==> src/hdl/sble_pkg.sv <==
// ----------------------------------------------------------------------------
// sble_pkg
// Shared constants and types for the sorted byte list engine.
// ----------------------------------------------------------------------------
package sble_pkg;

    localparam int CAPACITY = 32;
    localparam int CNT_W    = $clog2(CAPACITY + 1);
    localparam int ADDR_W   = $clog2(CAPACITY);

    typedef enum logic [1:0] {
        MODE_INSERT = 2'd0,
        MODE_DELETE = 2'd1,
        MODE_DUMP   = 2'd2,
        MODE_NONE   = 2'd3
    } t_mode;

    typedef enum logic [2:0] {
        ST_INSERTED  = 3'd0,
        ST_FULL      = 3'd1,
        ST_DELETED   = 3'd2,
        ST_NOT_FOUND = 3'd3,
        ST_EMPTY     = 3'd4,
        ST_ELEMENT   = 3'd5
    } t_status;

    typedef enum logic [2:0] {
        S_IDLE,
        S_INSERT,
        S_DEL_FIND,
        S_DEL_SHIFT,
        S_DUMP,
        S_REPLY
    } t_state;

    typedef enum logic [1:0] {
        OFF_HOLD,
        OFF_NEXT,
        OFF_PREV
    } t_rd_off;

    typedef enum logic [2:0] {
        IDX_HOLD,
        IDX_INC,
        IDX_DEC,
        IDX_LOAD_ZERO,
        IDX_LOAD_COUNT
    } t_idx_op;

    typedef enum logic [1:0] {
        ITEM_VALUE,
        ITEM_DATA,
        ITEM_ZERO
    } t_item_sel;

    typedef enum logic {
        WR_VALUE,
        WR_DATA
    } t_wr_sel;

    typedef struct packed {
        logic      load_value;
        logic      value_zero;
        t_idx_op   idx_op;
        t_rd_off   rd_off;
        logic      wr_en;
        t_wr_sel   wr_sel;
        logic      cnt_inc;
        logic      cnt_dec;
        logic      emit;
        t_status   emit_status;
        t_item_sel item_sel;
        logic      emit_last;
    } t_cmd;

    typedef struct packed {
        logic empty;
        logic full;
        logic idx_zero;
        logic data_lt;
        logic data_eq;
        logic at_end;
        logic out_free;
    } t_stat;

endpackage

==> src/hdl/sorted_byte_list_engine_unit.sv <==
// ----------------------------------------------------------------------------
// sorted_byte_list_engine_unit
// Ascending list of bytes, duplicates allowed, with insert, delete and dump.
// ----------------------------------------------------------------------------
// Input channel (i_in_valid / o_in_stall) takes one word: i_mode and i_value.
// Insert places the value ahead of the first entry not smaller; delete
// removes the first equal entry; dump streams every entry in order.
// Output channel (o_out_valid / i_out_stall) gives o_status, o_item, o_last;
// o_last marks the final word of each input word. Unused mode gives nothing.
// One input word is worked on at a time; o_in_stall is high while busy.
// Each word walks the store one entry per cycle through a single read
// port, a dump only while the output is not stalled: insert moves up
// each entry at or above the value, delete scans up to the match and
// moves the entries above it down, dump reads out every entry. A full
// insert, or a delete or dump on an empty list, gives one reply word.
// A result sits in an output register, so the next input word can be
// taken while it waits. Receiver stall holds the output word and pauses
// a dump in place. Synchronous reset empties the list; no clearing pass.
// ----------------------------------------------------------------------------
module sorted_byte_list_engine_unit
    import sble_pkg::*;
(
    input  logic       i_clk,
    input  logic       i_rst_n,
    input  logic       i_in_valid,
    output logic       o_in_stall,
    input  logic [1:0] i_mode,
    input  logic [7:0] i_value,
    output logic       o_out_valid,
    input  logic       i_out_stall,
    output logic [2:0] o_status,
    output logic [7:0] o_item,
    output logic       o_last
);

    t_cmd  cmd;
    t_stat stat;

    sble_control u_control (
        .i_clk      (i_clk),
        .i_rst_n    (i_rst_n),
        .i_in_valid (i_in_valid),
        .i_mode     (i_mode),
        .i_stat     (stat),
        .o_in_stall (o_in_stall),
        .o_cmd      (cmd)
    );

    sble_datapath u_datapath (
        .i_clk       (i_clk),
        .i_rst_n     (i_rst_n),
        .i_cmd       (cmd),
        .i_value     (i_value),
        .i_out_stall (i_out_stall),
        .o_stat      (stat),
        .o_out_valid (o_out_valid),
        .o_status    (o_status),
        .o_item      (o_item),
        .o_last      (o_last)
    );

    a_emit_only_when_free: assert property (@(posedge i_clk) disable iff (!i_rst_n)
        cmd.emit |-> stat.out_free)
        else $error("result issued over an unaccepted word");

    a_no_write_idle: assert property (@(posedge i_clk) disable iff (!i_rst_n)
        !o_in_stall |-> !cmd.wr_en)
        else $error("store written while idle");

    a_single_results_last: assert property (@(posedge i_clk) disable iff (!i_rst_n)
        (o_out_valid && o_status != ST_ELEMENT) |-> o_last)
        else $error("single result without last");

    a_count_in_range: assert property (@(posedge i_clk) disable iff (!i_rst_n)
        cmd.cnt_inc |-> !stat.full)
        else $error("entry count overflow");

endmodule

==> src/hdl/sble_datapath.sv <==
// ----------------------------------------------------------------------------
// sble_datapath
// Entry store, scan index, entry count and the output word register.
// ----------------------------------------------------------------------------
module sble_datapath
    import sble_pkg::*;
(
    input  logic       i_clk,
    input  logic       i_rst_n,
    input  t_cmd       i_cmd,
    input  logic [7:0] i_value,
    input  logic       i_out_stall,
    output t_stat      o_stat,
    output logic       o_out_valid,
    output logic [2:0] o_status,
    output logic [7:0] o_item,
    output logic       o_last
);

    logic [7:0]        r_mem [CAPACITY];
    logic [7:0]        r_rd_data;
    logic [7:0]        r_value;
    logic [CNT_W-1:0]  r_idx;
    logic [CNT_W-1:0]  n_idx;
    logic [CNT_W-1:0]  r_count;
    logic [CNT_W-1:0]  rd_full;
    logic [ADDR_W-1:0] rd_addr;
    logic [7:0]        wr_data;
    logic              r_out_valid;
    logic [2:0]        r_status;
    logic [7:0]        r_item;
    logic              r_last;
    logic              out_free;

    always_comb begin
        case (i_cmd.idx_op)
            IDX_HOLD:       n_idx = r_idx;
            IDX_INC:        n_idx = r_idx + CNT_W'(1);
            IDX_DEC:        n_idx = r_idx - CNT_W'(1);
            IDX_LOAD_ZERO:  n_idx = '0;
            IDX_LOAD_COUNT: n_idx = r_count;
            default:        n_idx = r_idx;
        endcase
    end

    always_comb begin
        case (i_cmd.rd_off)
            OFF_HOLD: rd_full = n_idx;
            OFF_NEXT: rd_full = n_idx + CNT_W'(1);
            OFF_PREV: rd_full = n_idx - CNT_W'(1);
            default:  rd_full = n_idx;
        endcase
    end

    assign rd_addr = rd_full[ADDR_W-1:0];
    assign wr_data = (i_cmd.wr_sel == WR_VALUE) ? r_value : r_rd_data;

    always_ff @(posedge i_clk) begin
        if (i_cmd.wr_en) begin
            r_mem[r_idx[ADDR_W-1:0]] <= wr_data;
        end
        r_rd_data <= r_mem[rd_addr];
        r_idx     <= n_idx;
        if (i_cmd.load_value) begin
            r_value <= i_cmd.value_zero ? 8'd0 : i_value;
        end
    end

    always_ff @(posedge i_clk) begin
        if (!i_rst_n) begin
            r_count <= '0;
        end else if (i_cmd.cnt_inc) begin
            r_count <= r_count + CNT_W'(1);
        end else if (i_cmd.cnt_dec) begin
            r_count <= r_count - CNT_W'(1);
        end
    end

    assign out_free = !r_out_valid || !i_out_stall;

    always_ff @(posedge i_clk) begin
        if (!i_rst_n) begin
            r_out_valid <= 1'b0;
        end else if (i_cmd.emit) begin
            r_out_valid <= 1'b1;
        end else if (!i_out_stall) begin
            r_out_valid <= 1'b0;
        end
    end

    always_ff @(posedge i_clk) begin
        if (i_cmd.emit) begin
            r_status <= i_cmd.emit_status;
            r_last   <= i_cmd.emit_last;
            case (i_cmd.item_sel)
                ITEM_VALUE: r_item <= r_value;
                ITEM_DATA:  r_item <= r_rd_data;
                ITEM_ZERO:  r_item <= 8'd0;
                default:    r_item <= r_value;
            endcase
        end
    end

    assign o_stat.empty    = (r_count == '0);
    assign o_stat.full     = (r_count == CNT_W'(CAPACITY));
    assign o_stat.idx_zero = (r_idx == '0);
    assign o_stat.data_lt  = (r_rd_data < r_value);
    assign o_stat.data_eq  = (r_rd_data == r_value);
    assign o_stat.at_end   = ((r_idx + CNT_W'(1)) == r_count);
    assign o_stat.out_free = out_free;

    assign o_out_valid = r_out_valid;
    assign o_status    = r_status;
    assign o_item      = r_item;
    assign o_last      = r_last;

endmodule

==> src/hdl/sble_control.sv <==
// ----------------------------------------------------------------------------
// sble_control
// Insert/delete/dump sequencer: one entry a cycle; output stall holds a dump.
// ----------------------------------------------------------------------------
module sble_control
    import sble_pkg::*;
(
    input  logic       i_clk,
    input  logic       i_rst_n,
    input  logic       i_in_valid,
    input  logic [1:0] i_mode,
    input  t_stat      i_stat,
    output logic       o_in_stall,
    output t_cmd       o_cmd
);

    t_state  r_state;
    t_state  n_state;
    t_status r_reply;
    t_status n_reply;
    t_mode   mode;

    assign mode       = t_mode'(i_mode);
    assign o_in_stall = (r_state != S_IDLE);

    always_ff @(posedge i_clk) begin
        if (!i_rst_n) begin
            r_state <= S_IDLE;
            r_reply <= ST_INSERTED;
        end else begin
            r_state <= n_state;
            r_reply <= n_reply;
        end
    end

    // next state
    always_comb begin
        n_state = r_state;
        n_reply = r_reply;
        case (r_state)
            S_IDLE: begin
                if (i_in_valid) begin
                    case (mode)
                        MODE_INSERT: begin
                            if (i_stat.full) begin
                                n_reply = ST_FULL;
                                n_state = S_REPLY;
                            end else begin
                                n_state = S_INSERT;
                            end
                        end
                        MODE_DELETE: begin
                            if (i_stat.empty) begin
                                n_reply = ST_EMPTY;
                                n_state = S_REPLY;
                            end else begin
                                n_state = S_DEL_FIND;
                            end
                        end
                        MODE_DUMP: begin
                            if (i_stat.empty) begin
                                n_reply = ST_EMPTY;
                                n_state = S_REPLY;
                            end else begin
                                n_state = S_DUMP;
                            end
                        end
                        default: n_state = S_IDLE;
                    endcase
                end
            end
            S_INSERT: begin
                if (i_stat.idx_zero || i_stat.data_lt) begin
                    n_reply = ST_INSERTED;
                    n_state = S_REPLY;
                end
            end
            S_DEL_FIND: begin
                if (i_stat.data_eq) begin
                    n_state = S_DEL_SHIFT;
                end else if (!(i_stat.data_lt && !i_stat.at_end)) begin
                    n_reply = ST_NOT_FOUND;
                    n_state = S_REPLY;
                end
            end
            S_DEL_SHIFT: begin
                if (i_stat.at_end) begin
                    n_reply = ST_DELETED;
                    n_state = S_REPLY;
                end
            end
            S_DUMP: begin
                if (i_stat.out_free && i_stat.at_end) begin
                    n_state = S_IDLE;
                end
            end
            S_REPLY: begin
                if (i_stat.out_free) begin
                    n_state = S_IDLE;
                end
            end
            default: n_state = S_IDLE;
        endcase
    end

    // datapath commands
    always_comb begin
        o_cmd             = '0;
        o_cmd.idx_op      = IDX_HOLD;
        o_cmd.rd_off      = OFF_HOLD;
        o_cmd.wr_sel      = WR_VALUE;
        o_cmd.emit_status = r_reply;
        o_cmd.item_sel    = ITEM_VALUE;
        case (r_state)
            S_IDLE: begin
                if (i_in_valid) begin
                    case (mode)
                        MODE_INSERT: begin
                            o_cmd.load_value = 1'b1;
                            o_cmd.idx_op     = IDX_LOAD_COUNT;
                            o_cmd.rd_off     = OFF_PREV;
                        end
                        MODE_DELETE: begin
                            o_cmd.load_value = 1'b1;
                            o_cmd.idx_op     = IDX_LOAD_ZERO;
                        end
                        MODE_DUMP: begin
                            o_cmd.load_value = 1'b1;
                            o_cmd.value_zero = 1'b1;
                            o_cmd.idx_op     = IDX_LOAD_ZERO;
                        end
                        default: o_cmd.load_value = 1'b0;
                    endcase
                end
            end
            S_INSERT: begin
                o_cmd.wr_en = 1'b1;
                if (i_stat.idx_zero || i_stat.data_lt) begin
                    o_cmd.wr_sel  = WR_VALUE;
                    o_cmd.cnt_inc = 1'b1;
                end else begin
                    o_cmd.wr_sel = WR_DATA;
                    o_cmd.idx_op = IDX_DEC;
                    o_cmd.rd_off = OFF_PREV;
                end
            end
            S_DEL_FIND: begin
                if (i_stat.data_eq) begin
                    o_cmd.rd_off = OFF_NEXT;
                end else if (i_stat.data_lt && !i_stat.at_end) begin
                    o_cmd.idx_op = IDX_INC;
                end
            end
            S_DEL_SHIFT: begin
                if (i_stat.at_end) begin
                    o_cmd.cnt_dec = 1'b1;
                end else begin
                    o_cmd.wr_en  = 1'b1;
                    o_cmd.wr_sel = WR_DATA;
                    o_cmd.idx_op = IDX_INC;
                    o_cmd.rd_off = OFF_NEXT;
                end
            end
            S_DUMP: begin
                if (i_stat.out_free) begin
                    o_cmd.emit        = 1'b1;
                    o_cmd.emit_status = ST_ELEMENT;
                    o_cmd.item_sel    = ITEM_DATA;
                    o_cmd.emit_last   = i_stat.at_end;
                    o_cmd.idx_op      = IDX_INC;
                end
            end
            S_REPLY: begin
                if (i_stat.out_free) begin
                    o_cmd.emit      = 1'b1;
                    o_cmd.emit_last = 1'b1;
                end
            end
            default: o_cmd.emit = 1'b0;
        endcase
    end

endmodule
==> config.mk <==
export PLATFORM = sky130hd
export DESIGN_NAME = sorted_byte_list_engine_unit
export DESIGN_NICKNAME = d
export VERILOG_FILES = /design/src/hdl/sble_pkg.sv /design/src/hdl/sorted_byte_list_engine_unit.sv /design/src/hdl/sble_datapath.sv /design/src/hdl/sble_control.sv
export SDC_FILE = /design/constraint.sdc
export NUM_CORES = 1
export LEC_CHECK = 0
export ABC_AREA = 1
export ABC_CLOCK_PERIOD_IN_PS = 7800
export BUFFER_PORTS_ARGS = -buffer_cell sky130_fd_sc_hd__buf_4
export CAP_MARGIN = 20
export CORE_ASPECT_RATIO = 1.1
export CORE_MARGIN = 5
export CORE_UTILIZATION = 55
export DETAILED_ROUTE_END_ITERATION = 10
export PLACE_DENSITY = 0.71
export SYNTH_ARGS = -nofsm -noshare
export SYNTH_HDL_FRONTEND = slang
export SYNTH_SLANG_ARGS = --single-unit
==> constraint.sdc <==
create_clock -name i_clk -period 7.8 [get_ports i_clk]
set_input_delay 0.39 -clock i_clk [delete_from_list [all_inputs] [get_ports i_clk]]
set_output_delay 0.39 -clock i_clk [all_outputs]
set_load 0.005 [all_outputs]
-- After elaboration in Yosys (flattened, before gate mapping)
Memory sizes are Yosys's and may differ from the RTL's. A register that Yosys moved wholly into a read port is not among the register bits.
Cells that the tools add are included.
- add/subtract/negate cells: 6
- $lt $le $gt $ge: 1
- equality and inequality tests: 30
- mux-type cells: 56
- reductions and logical operators: 18
- operator list (cell ; count):
    3-bit 2-to-1 mux ; 17
    6-bit case mux with 4 select lines ; 1
    3-bit case mux with 6 select lines ; 1
    1-bit 2-to-1 mux ; 16
    8-bit case mux with 2 select lines ; 1
    3-bit case mux with 5 select lines ; 1
    7-bit 2-to-1 mux ; 2
    6-bit by 1-bit adder with 6-bit output, second input constant ; 2
    3-bit by 2-bit == test with 1-bit output, second input constant ; 4
    6-bit logical NOT ; 2
    6-bit 2-to-1 mux ; 2
    3-bit != test, second input constant ; 4
    3-bit case mux with 2 select lines ; 2
    3-bit case mux with 4 select lines ; 1
    6-bit by 1-bit subtractor with 6-bit output, second input constant ; 2
    5-bit 2-to-1 mux ; 2
    2-bit by 1-bit != test with 1-bit output, second input constant ; 5
    5-bit case mux with 2 select lines ; 1
    3-bit == test, second input constant ; 3
    3-bit case mux with 3 select lines ; 1
    9-bit AND reduction ; 1
    8-bit == test ; 1
    8-bit less-than comparator ; 1
    8-bit 2-to-1 mux ; 1
    other kinds (24) ; 37
- register bits after elaboration: 39
- RAM bits: 256
- input bits: 14
- output and inout bits: 14
- word-level logic and storage cells: 121
- memories kept: 1
- memories (memory ; depth ; bits a word ; rd ports ; clocked after Yosys merged registers in ; write ports ; line ; text):
    u_datapath.r_mem ; 32 ; 8 ; 1 ; 1 ; 1 ; sble_datapath.sv:20 ; logic [7:0] r_mem [CAPACITY];

-- Longest topological paths before layout
Gate-level depths: netlist (run 1).
- word-level depth: 11
- gate-level depth with buffers: 32
- gate-level depth less buffers: 32

-- Modules after synthesis
Synthesis (run 1) repeated with hierarchy kept, for this count alone.
- cells, all modules: 1446
- area total of the unflattened synthesis: 14436.3 um^2
- by module, submodules not included (module ; times used ; cells each ; area each (um^2) ; sequential area each (um^2)):
    sble_datapath ; 1 ; 1328 ; 13694.4 ; 8718.4
    sble_control ; 1 ; 118 ; 742.0 ; 120.1

-- Worst setup path before layout (run 1)
Ideal clock, no wire load.
- kind: register to register
- start point: register u_datapath.r_idx[0]
- end point: register u_datapath.r_rd_data[0] (read register of u_datapath.r_mem)
- library setup time: 0.114 ns
- arrival: 3.671 ns
- data required time: 7.686 ns
- path slack: 4.015 ns
- cell stages (with the launch flop): 30
- path buffers: 0
- period minus slack after synthesis: 3.785 ns
- cell sequence: dfxtp_1 > inv_2 > ha_1 > inv_1 > nand2_1 > nand2_1 > nor2_1 > nand3_1 > nor2_2 > nand3_4 > nand3_2 > nand3_2 > nand2_1 > o21ai_0 > a21oi_1 > nand2_1 > fa_1 > nand2_1 > inv_1 > nor2_1 > nor2_1 > nor2_1 > inv_1 > nor2_1 > nor2_1 > or2_2 > nand2_1 > inv_1 > nand3_1 > nand2_1
- word-level cells in the longest chain between the ends: 11
- elaborated cells on any way between the ends: 23
- classes of those cells: add/sub (4); eq/ne (7); mux (8); reduce/logical (4)
- ends and longest elaborated chain (element ; line ; text):
    start, declared ; sble_datapath.sv:23 ; logic [CNT_W-1:0] r_idx;
    start signal, assigned ; sble_datapath.sv:63 ; r_idx <= n_idx;
    6-bit by 1-bit adder with 6-bit output ; sble_datapath.sv:38, sble_datapath.sv:109 ;
    6-bit == test ; sble_datapath.sv:109 ; assign o_stat.at_end = ((r_idx + CNT_W'(1)) == r_count);
    1-bit logical NOT ; sble_control.sv:150 ; end else if (i_stat.data_lt && !i_stat.at_end) begin
    1-bit logical AND ; sble_control.sv:150 ;
    1-bit 2-to-1 mux ; sble_control.sv:150 ;
    3-bit 2-to-1 mux ; sble_control.sv:148 ; if (i_stat.data_eq) begin
    3-bit case mux with 5 select lines ; sble_control.sv:114 ; case (r_state)
    3-bit == test (tied with other cells) ; sble_datapath.sv:36 ; case (i_cmd.idx_op)
    6-bit case mux with 4 select lines (*) ; sble_datapath.sv:36 ;
    net u_datapath.n_idx[1] ; sble_datapath.sv:24 ; logic [CNT_W-1:0] n_idx;
    5-bit by 1-bit subtractor with 5-bit output or 5-bit by 1-bit adder with 5-bit output (tied branches) ; sble_datapath.sv:50, sble_datapath.sv:49 ;
    5-bit case mux with 2 select lines (*) ; sble_datapath.sv:47 ; case (i_cmd.rd_off)
    end, declared ; sble_datapath.sv:21 ; logic [7:0] r_rd_data;
The timed path passes the listed nets; every way through them passes the cells marked *.
A chain may end at the register's enable or synchronous reset.

-- Final worst setup path (run 1)
- start point: register u_datapath.r_idx[0]
- end point: register u_datapath.r_rd_data[3] (read register of u_datapath.r_mem)
- word-level cells in the longest chain between the ends: 11
- elaborated cells on any way between the ends: 23
- classes of those cells: add/sub (4); eq/ne (7); mux (8); reduce/logical (4)
- ends and longest elaborated chain (element ; line):
    6-bit by 1-bit adder with 6-bit output ; sble_datapath.sv:38, sble_datapath.sv:109
    6-bit == test ; sble_datapath.sv:109
    1-bit logical NOT ; sble_control.sv:150
    1-bit logical AND ; sble_control.sv:150
    1-bit 2-to-1 mux ; sble_control.sv:150
    3-bit 2-to-1 mux ; sble_control.sv:148
    3-bit case mux with 5 select lines ; sble_control.sv:114
    3-bit == test (tied with other cells) ; sble_datapath.sv:36
    6-bit case mux with 4 select lines ; sble_datapath.sv:36
    5-bit by 1-bit subtractor with 5-bit output or 5-bit by 1-bit adder with 5-bit output (tied branches) ; sble_datapath.sv:50, sble_datapath.sv:49
    5-bit case mux with 2 select lines (*) ; sble_datapath.sv:47
Every way passes the cells marked *; elsewhere a longest branch is shown, timed or not.

==> results of run 1 <==
[critical path, cell delays in order, from the launching register on]
cell	delay [ps]
dfxtp_1	480
inv_2	130
ha_1	350
inv_1	50
nand2_1	50
nand2_1	50
nor2_1	120
nand3_1	100
nor2_2	160
nand3_4	140
a21oi_1	210
ha_1	370
clkinv_1	210
nand3_2	580
nand2_4	970
buf_4	460
nand2_1	100
nand3_1	100
nand3_1	130
nand3_1	120
nand3_1	80
nand2_1	70
[final timing paths]
path	from	to	depth (start not counted)	slack (ps)
worst max-delay path	u_datapath.r_idx[0]	u_datapath.r_rd_data[3]	21	2670
worst min-delay path	i_value[0]	u_datapath.r_value[0]	3	90
worst max register to register	u_datapath.r_idx[0]	u_datapath.r_rd_data[3]	21	2670
worst min register to register	u_control.r_reply[2]	u_control.r_reply[2]	2	470
[per-layer routing]
layer	up-vias	track usage	share of wire
li1	4813	-	-
met1	4763	0.328	0.39
met2	441	0.418	0.49
met3	100	0.0307	0.074
met4	0	0.0937	0.040
met5	-	0	0
[final cells by class]
type | count | area, um^2 | area share
multi-input cells | 885 | 4330 | 0.279
repair buffers | 42 | 315 | 0.0203
well taps | 346 | 433 | 0.0279
flip-flops and latches | 303 | 8840 | 0.569
clock inverters | 15 | 148 | 0.00950
clock buffers | 40 | 788 | 0.0507
inverters | 183 | 687 | 0.0442
[flip-flops by register name, summed over array words and instances, names as in the netlist]
signal and count:
u_datapath.r_mem 256, u_datapath.o_item 8, u_datapath.r_rd_data 8, u_datapath.r_value 8, u_datapath.r_count 6, u_datapath.r_idx 6, u_control.r_reply 3, u_control.r_state 3
u_datapath.o_status 3, u_datapath.o_last 1, u_datapath.o_out_valid 1
[power by group through the flow]
| stage | Combinational (mW) | Clock [mW] | Sequential, mW |
|---|---|---|---|
| floorplan | 2.47 | 0 | 2.10 |
| global placement | 3.19 | 0 | 2.14 |
| detailed placement | 3.24 | 0 | 2.14 |
| CTS | 3.25 | 1.40 | 2.11 |
| global route | 3.66 | 1.47 | 2.11 |
| finish | 3.27 | 1.38 | 2.11 |
[cell usage in the layout (no fill, tap or decap), drive strengths merged]
| master | count |
|---|---|
| a211oi | 3 |
| a21boi | 1 |
| a21oi | 36 |
| a311oi | 1 |
| a31oi | 1 |
| a32oi | 1 |
| buf | 42 |
| bufinv | 2 |
| clkbuf | 40 |
| clkinv | 10 |
| clkinvlp | 3 |
| dfxtp | 26 |
| edfxtp | 277 |
| fa | 2 |
| ha | 25 |
| inv | 183 |
| nand2 | 396 |
| nand3 | 270 |
| nand3b | 18 |
| nand4 | 4 |
| nor2 | 81 |
| nor3 | 3 |
| nor4 | 1 |
| o2111ai | 1 |
| o21a | 1 |
| o21ai | 26 |
| o21bai | 2 |
| o22ai | 1 |
| o311ai | 1 |
| o31ai | 1 |
| o32ai | 1 |
| or2 | 2 |
| xnor2 | 3 |
| xor2 | 3 |
[stage by stage]
stage	hold slack [ps]	worst slack (ps)
after floorplan	429	4020
after global placement	460	2900
after detailed placement	460	2820
after CTS	73.5	2750
after global routing	83.6	2200
final	89.4	2670
[cell families (layout without fill, tap and decap cells)]
group	after synthesis	count (layout)	synth area share
and+or+nand+nor	775	775	0.244
adders and majority gates	27	27	0.0249
buffers and inverters	238	280	0.0738
DFF	303	303	0.623
xor gates and xnor gates	6	6	0.00371
AOI/OAI and AO/OA	77	77	0.0306
[synth_stat cells, drive strengths merged, types with 2 or more instances]
library cell	n
fa	2
nand4	4
nand3b	18
clkbuf	14
o21bai	2
a21oi	36
a211oi	3
o21ai	26
nand3	270
nor2	81
xor2	3
edfxtp	277
dfxtp	26
inv	182
ha	25
nand2	396
nor3	3
or2	2
buf	41
xnor2	3
==> flow_metrics.py, run 1 <==
metrics = {
    "synth": {
        "ys_types": 45,
        "syn-instance-count": 1426,
        "syn_area_um2": 14200,
        "yosysTopAreaCellShare": 0.587,
        "yosysTopAreaCell": "edfxtp_1",
        "postSynthAreaPerCell_um2": 9.94,
        "synth_edf_count": 277,
        "synthTopCellsByArea": "edfxtp_1, nand2_1, nand3_1",
        "yosysSeqAreaShare": 0.623,
        "synth_nets": 1467,
        "yosys_most_used_dff": "edfxtp_1",
        "ys_ff_latch": 303,
        "async_flop_share": 0,
        "ys_warn_count": 0,
    },
    "floorplan": {
        "core_um2": 25300,
        "dieArea_um2": 29100,
        "io_pins": 28,
        "die_y_um": 178,
        "start_util": 0.560,
        "die_w_um": 163,
        "rows": 61,
    },
    "timing": {
        "period_minus_slack_ps": 5130,
        "finalSetupViolCount": 0,
        "finalSetupTns_ps": 0,
        "slew_headroom": 0.363,
        "tightest_slew_ps": 955,
        "clock.fmax_ghz": 0.195,
        "finalCritPeriodShare": 0.658,
        "skew_ps": 12.3,
        "rsz0062_at_grt": "no",
        "hold_viol": 0,
        "slew_violations": 0,
    },
    "grt": {
        "overflow": 0,
        "grt_pass1_wl_um": 55300,
        "grt_pass1_vias": 9786,
        "grt_max_degree": 83,
        "antenna_found_initial": 0,
        "track_usage": 0.247,
    },
    "finish": {
        "syn_to_final_growth_pct": 9.61,
        "fin_area_um2": 15500,
        "fin_cells": 1814,
        "num_antenna_cells": 0,
        "final_core_util": 0.613,
        "nets": 1486,
        "drive_gt1_frac": 0.0886,
        "fill_cells": 2139,
    },
    "clocking": {
        "clock_path_buffers": 3,
        "cts_buffers": 30,
        "htreeDepth": 1,
        "insertion_delay_ps": 560,
        "numClockSinks": 303,
        "cts-resized-gates": 0,
        "cts_hold_buf": 0,
        "post_cts_buffers": 0,
        "cts.clk_slew.worst_paths_ps": 60,
        "cts_tree": "built",
        "clockRootBuffer": "clkbuf_16",
    },
    "pwr": {
        "swShare": 0.448,
        "internal_power_mw": 3.73,
        "p_sw_mw": 3.03,
        "p_total_mw": 6.76,
        "vdd_ir_drop_max_mv": 0.295,
        "power.density_nw_per_um2": 435,
        "p_clk_frac": 0.204,
        "pwr-share-comb": 0.484,
        "leakagePower_nw": 6.37,
        "pwr-share-seq": 0.312,
    },
    "placed_design": {
        "place_inst": 1758,
        "postPlaceCellArea_um2": 14600,
        "port_buffers": 27,
        "dp_hpwl_um": 22700,
        "gp_congestion": 0.924,
    },
    "critical_path": {
        "crit_path_end_kind": "flip-flop",
        "arrival_ps": 5640,
        "required_ps": 8310,
        "path_max_fanout": 82,
        "crit_type": "reg -> reg",
        "critPathLaunchType": "flip-flop",
    },
    "routing": {
        "num_vias": 10117,
        "drc_errors": 0,
        "ant_nets": 0,
        "drtPass1Iterations": 6,
        "routed_via_density": 5.58,
        "wl_um": 35400,
        "wl_per_cell_um": 19.5,
        "drt_first_iter_violations": 904,
    },
    "run": {
        "cap_violations": 0,
    },
    "status": {
        "status": "completed",
    },
    "hold_path": {
        "hold_class": "in -> reg",
    },
}
Note: power is estimated with default switching activity, not from simulation.
==> run 2, diff against run 1 <==
--- a/config.mk
+++ b/config.mk
@@ -6,7 +6,7 @@
 export NUM_CORES = 1
 export LEC_CHECK = 0
 export ABC_AREA = 1
-export ABC_CLOCK_PERIOD_IN_PS = 7800
+export ABC_CLOCK_PERIOD_IN_PS = 4810
 export BUFFER_PORTS_ARGS = -buffer_cell sky130_fd_sc_hd__buf_4
 export CAP_MARGIN = 20
 export CORE_ASPECT_RATIO = 1.1
==> constraint.sdc (replaced) <==
create_clock -name i_clk -period 4.81 [get_ports i_clk]
set_input_delay 0.2405 -clock i_clk [delete_from_list [all_inputs] [get_ports i_clk]]
set_output_delay 0.2405 -clock i_clk [all_outputs]
set_load 0.005 [all_outputs]
==> run 2 against run 1 <==
  * Count of clock-buffer cells in the layout up 4
  * Clock skew up 19 ps
  * Flip-flop and latch count unchanged
  * Critical path type unchanged
==> flow_metrics.py, run 2 (synthesized netlist as in run 1, its figures left out) <==
metrics = {
    "critical_path": {
        "critical-path-slowest-cell": "dfxtp_1",
        "critPathLaunchType": "flip-flop",
        "path_max_fanout": 9,
        "arrival_ps": 4850,
        "crit_path_end_kind": "flip-flop",
        "crit_type": "reg -> reg",
        "path_buf_inv": 5,
        "required_ps": 5250,
        "reg2reg_setup_slack_ps": 400,
        "crit_family": "simple AND/OR/NAND/NOR gates",
        "cpPeakStageDelay_ps": 460,
    },
    "finish": {
        "final_cell_mix": "nand2_1, edfxtp_1, nand3_1",
        "nets": 1512,
        "num_antenna_cells": 0,
        "layout_commonest_cell": "nand2_1",
        "largest_reg_flops": 256,
        "drive_gt1_frac": 0.101,
        "syn_to_final_growth_pct": 11.7,
        "fill_cells": 2080,
        "final_core_util": 0.625,
        "fin_cells": 1841,
    },
    "status": {
        "status": "completed",
    },
    "floorplan": {
        "die_y_um": 178,
        "start_util": 0.560,
        "rows": 61,
        "io_pins": 28,
        "dieArea_um2": 29100,
        "die_w_um": 163,
        "core_um2": 25300,
    },
    "grt": {
        "grt_max_degree": 58,
        "overflow": 0,
        "antenna_found_initial": 0,
        "grt_pass1_vias": 9919,
        "track_usage": 0.245,
        "grt_pass1_wl_um": 55300,
    },
    "clocking": {
        "htreeDepth": 1,
        "clock_path_buffers": 3,
        "cts_buffers": 30,
        "cts_tree": "built",
        "cts.clk_slew.worst_paths_ps": 60,
        "insertion_delay_ps": 570,
        "numClockSinks": 303,
        "clockRootBuffer": "clkbuf_16",
    },
    "timing": {
        "skew_ps": 31.7,
        "slew_violations": 0,
        "finalCritPeriodShare": 0.918,
        "period_minus_slack_ps": 4410,
        "tightest_slew_ps": 1100,
        "clock.fmax_ghz": 0.227,
        "hold_viol": 0,
        "hold_ws_ps": 32.4,
        "slew_headroom": 0.268,
        "finalSetupViolCount": 0,
    },
    "pwr": {
        "power.density_nw_per_um2": 715,
        "vdd_ir_drop_max_mv": 0.490,
        "leakagePower_nw": 6.51,
    },
    "routing": {
        "ant_nets": 0,
        "wl_um": 35100,
        "drtPass1Iterations": 6,
        "wl_per_cell_um": 19.1,
        "drc_errors": 0,
        "num_vias": 10241,
        "routed_via_density": 5.56,
        "drt_first_iter_violations": 1153,
    },
    "placed_design": {
        "gp_congestion": 0.884,
        "dp_hpwl_um": 23200,
        "port_buffers": 27,
        "place_inst": 1772,
    },
    "run": {
        "cap_violations": 0,
    },
    "hold_path": {
        "hold_class": "in -> reg",
    },
}
[run 2: worst paths after layout]
check	startpoint	to	cells after the start
max	u_datapath.r_rd_data[7]	u_datapath.r_rd_data[0]	27
min	i_out_stall	u_datapath.o_out_valid	3
max reg2reg	u_datapath.r_rd_data[7]	u_datapath.r_rd_data[0]	27
min reg2reg	u_control.r_reply[0]	u_control.r_reply[0]	2
[run 2: per-stage QoR]
step                      instance area, um^2  setup TNS, ps  total power, mW  setup slack (ps)
after floorplan                         14200              0             7.42              1030
after global placement                  14800              0             8.92               268
after CTS                               15800              0             11.2               132
after detailed placement                14800              0             8.99               146
final                                   15800              0             11.3               395
after global routing                    15800          -10.4             12.0             -7.92
[run 2: layout make-up]
type | instances | area [um^2] | share of cell area
Clock inverter | 12 | 125 | 0.00790
Inverter | 183 | 691 | 0.0436
Clock buffer | 44 | 813 | 0.0513
Timing Repair Buffer | 68 | 583 | 0.0368
Tap cell | 346 | 433 | 0.0273
Multi-Input combinational cell | 885 | 4350 | 0.275
Sequential cell | 303 | 8840 | 0.558
[run 2: power breakdown]
part | total, mW | leakage (nW) | internal [mW] | switching [mW]
sequential | 3.42 | 2.72 | 3.26 | 0.156
clock | 2.26 | 0.454 | 1.28 | 0.977
combinational | 5.64 | 3.34 | 1.70 | 3.94
[run 2: routing by layer]
metal / track usage / vias up / routed length (um)
met5: 0 / - / 0
met4: 0.0786 / 0 / 1100
met3: 0.0280 / 72 / 2840
met2: 0.410 / 463 / 16800
met1: 0.338 / 4840 / 14400
li1: - / 4866 / -
[run 2: worst min-delay path: stages]
cell     delay, ps
buf_4          100
nand2_1        120
a21oi_1         80
[run 2: what timing repair did]
item                                    in CTS  in global routing
resized for setup                            0                  8
endpoints found under the setup margin       0                  8
buffers inserted                             0                  3
hold buffers                                 9                  0
hold endpoints to repair                    11                  0
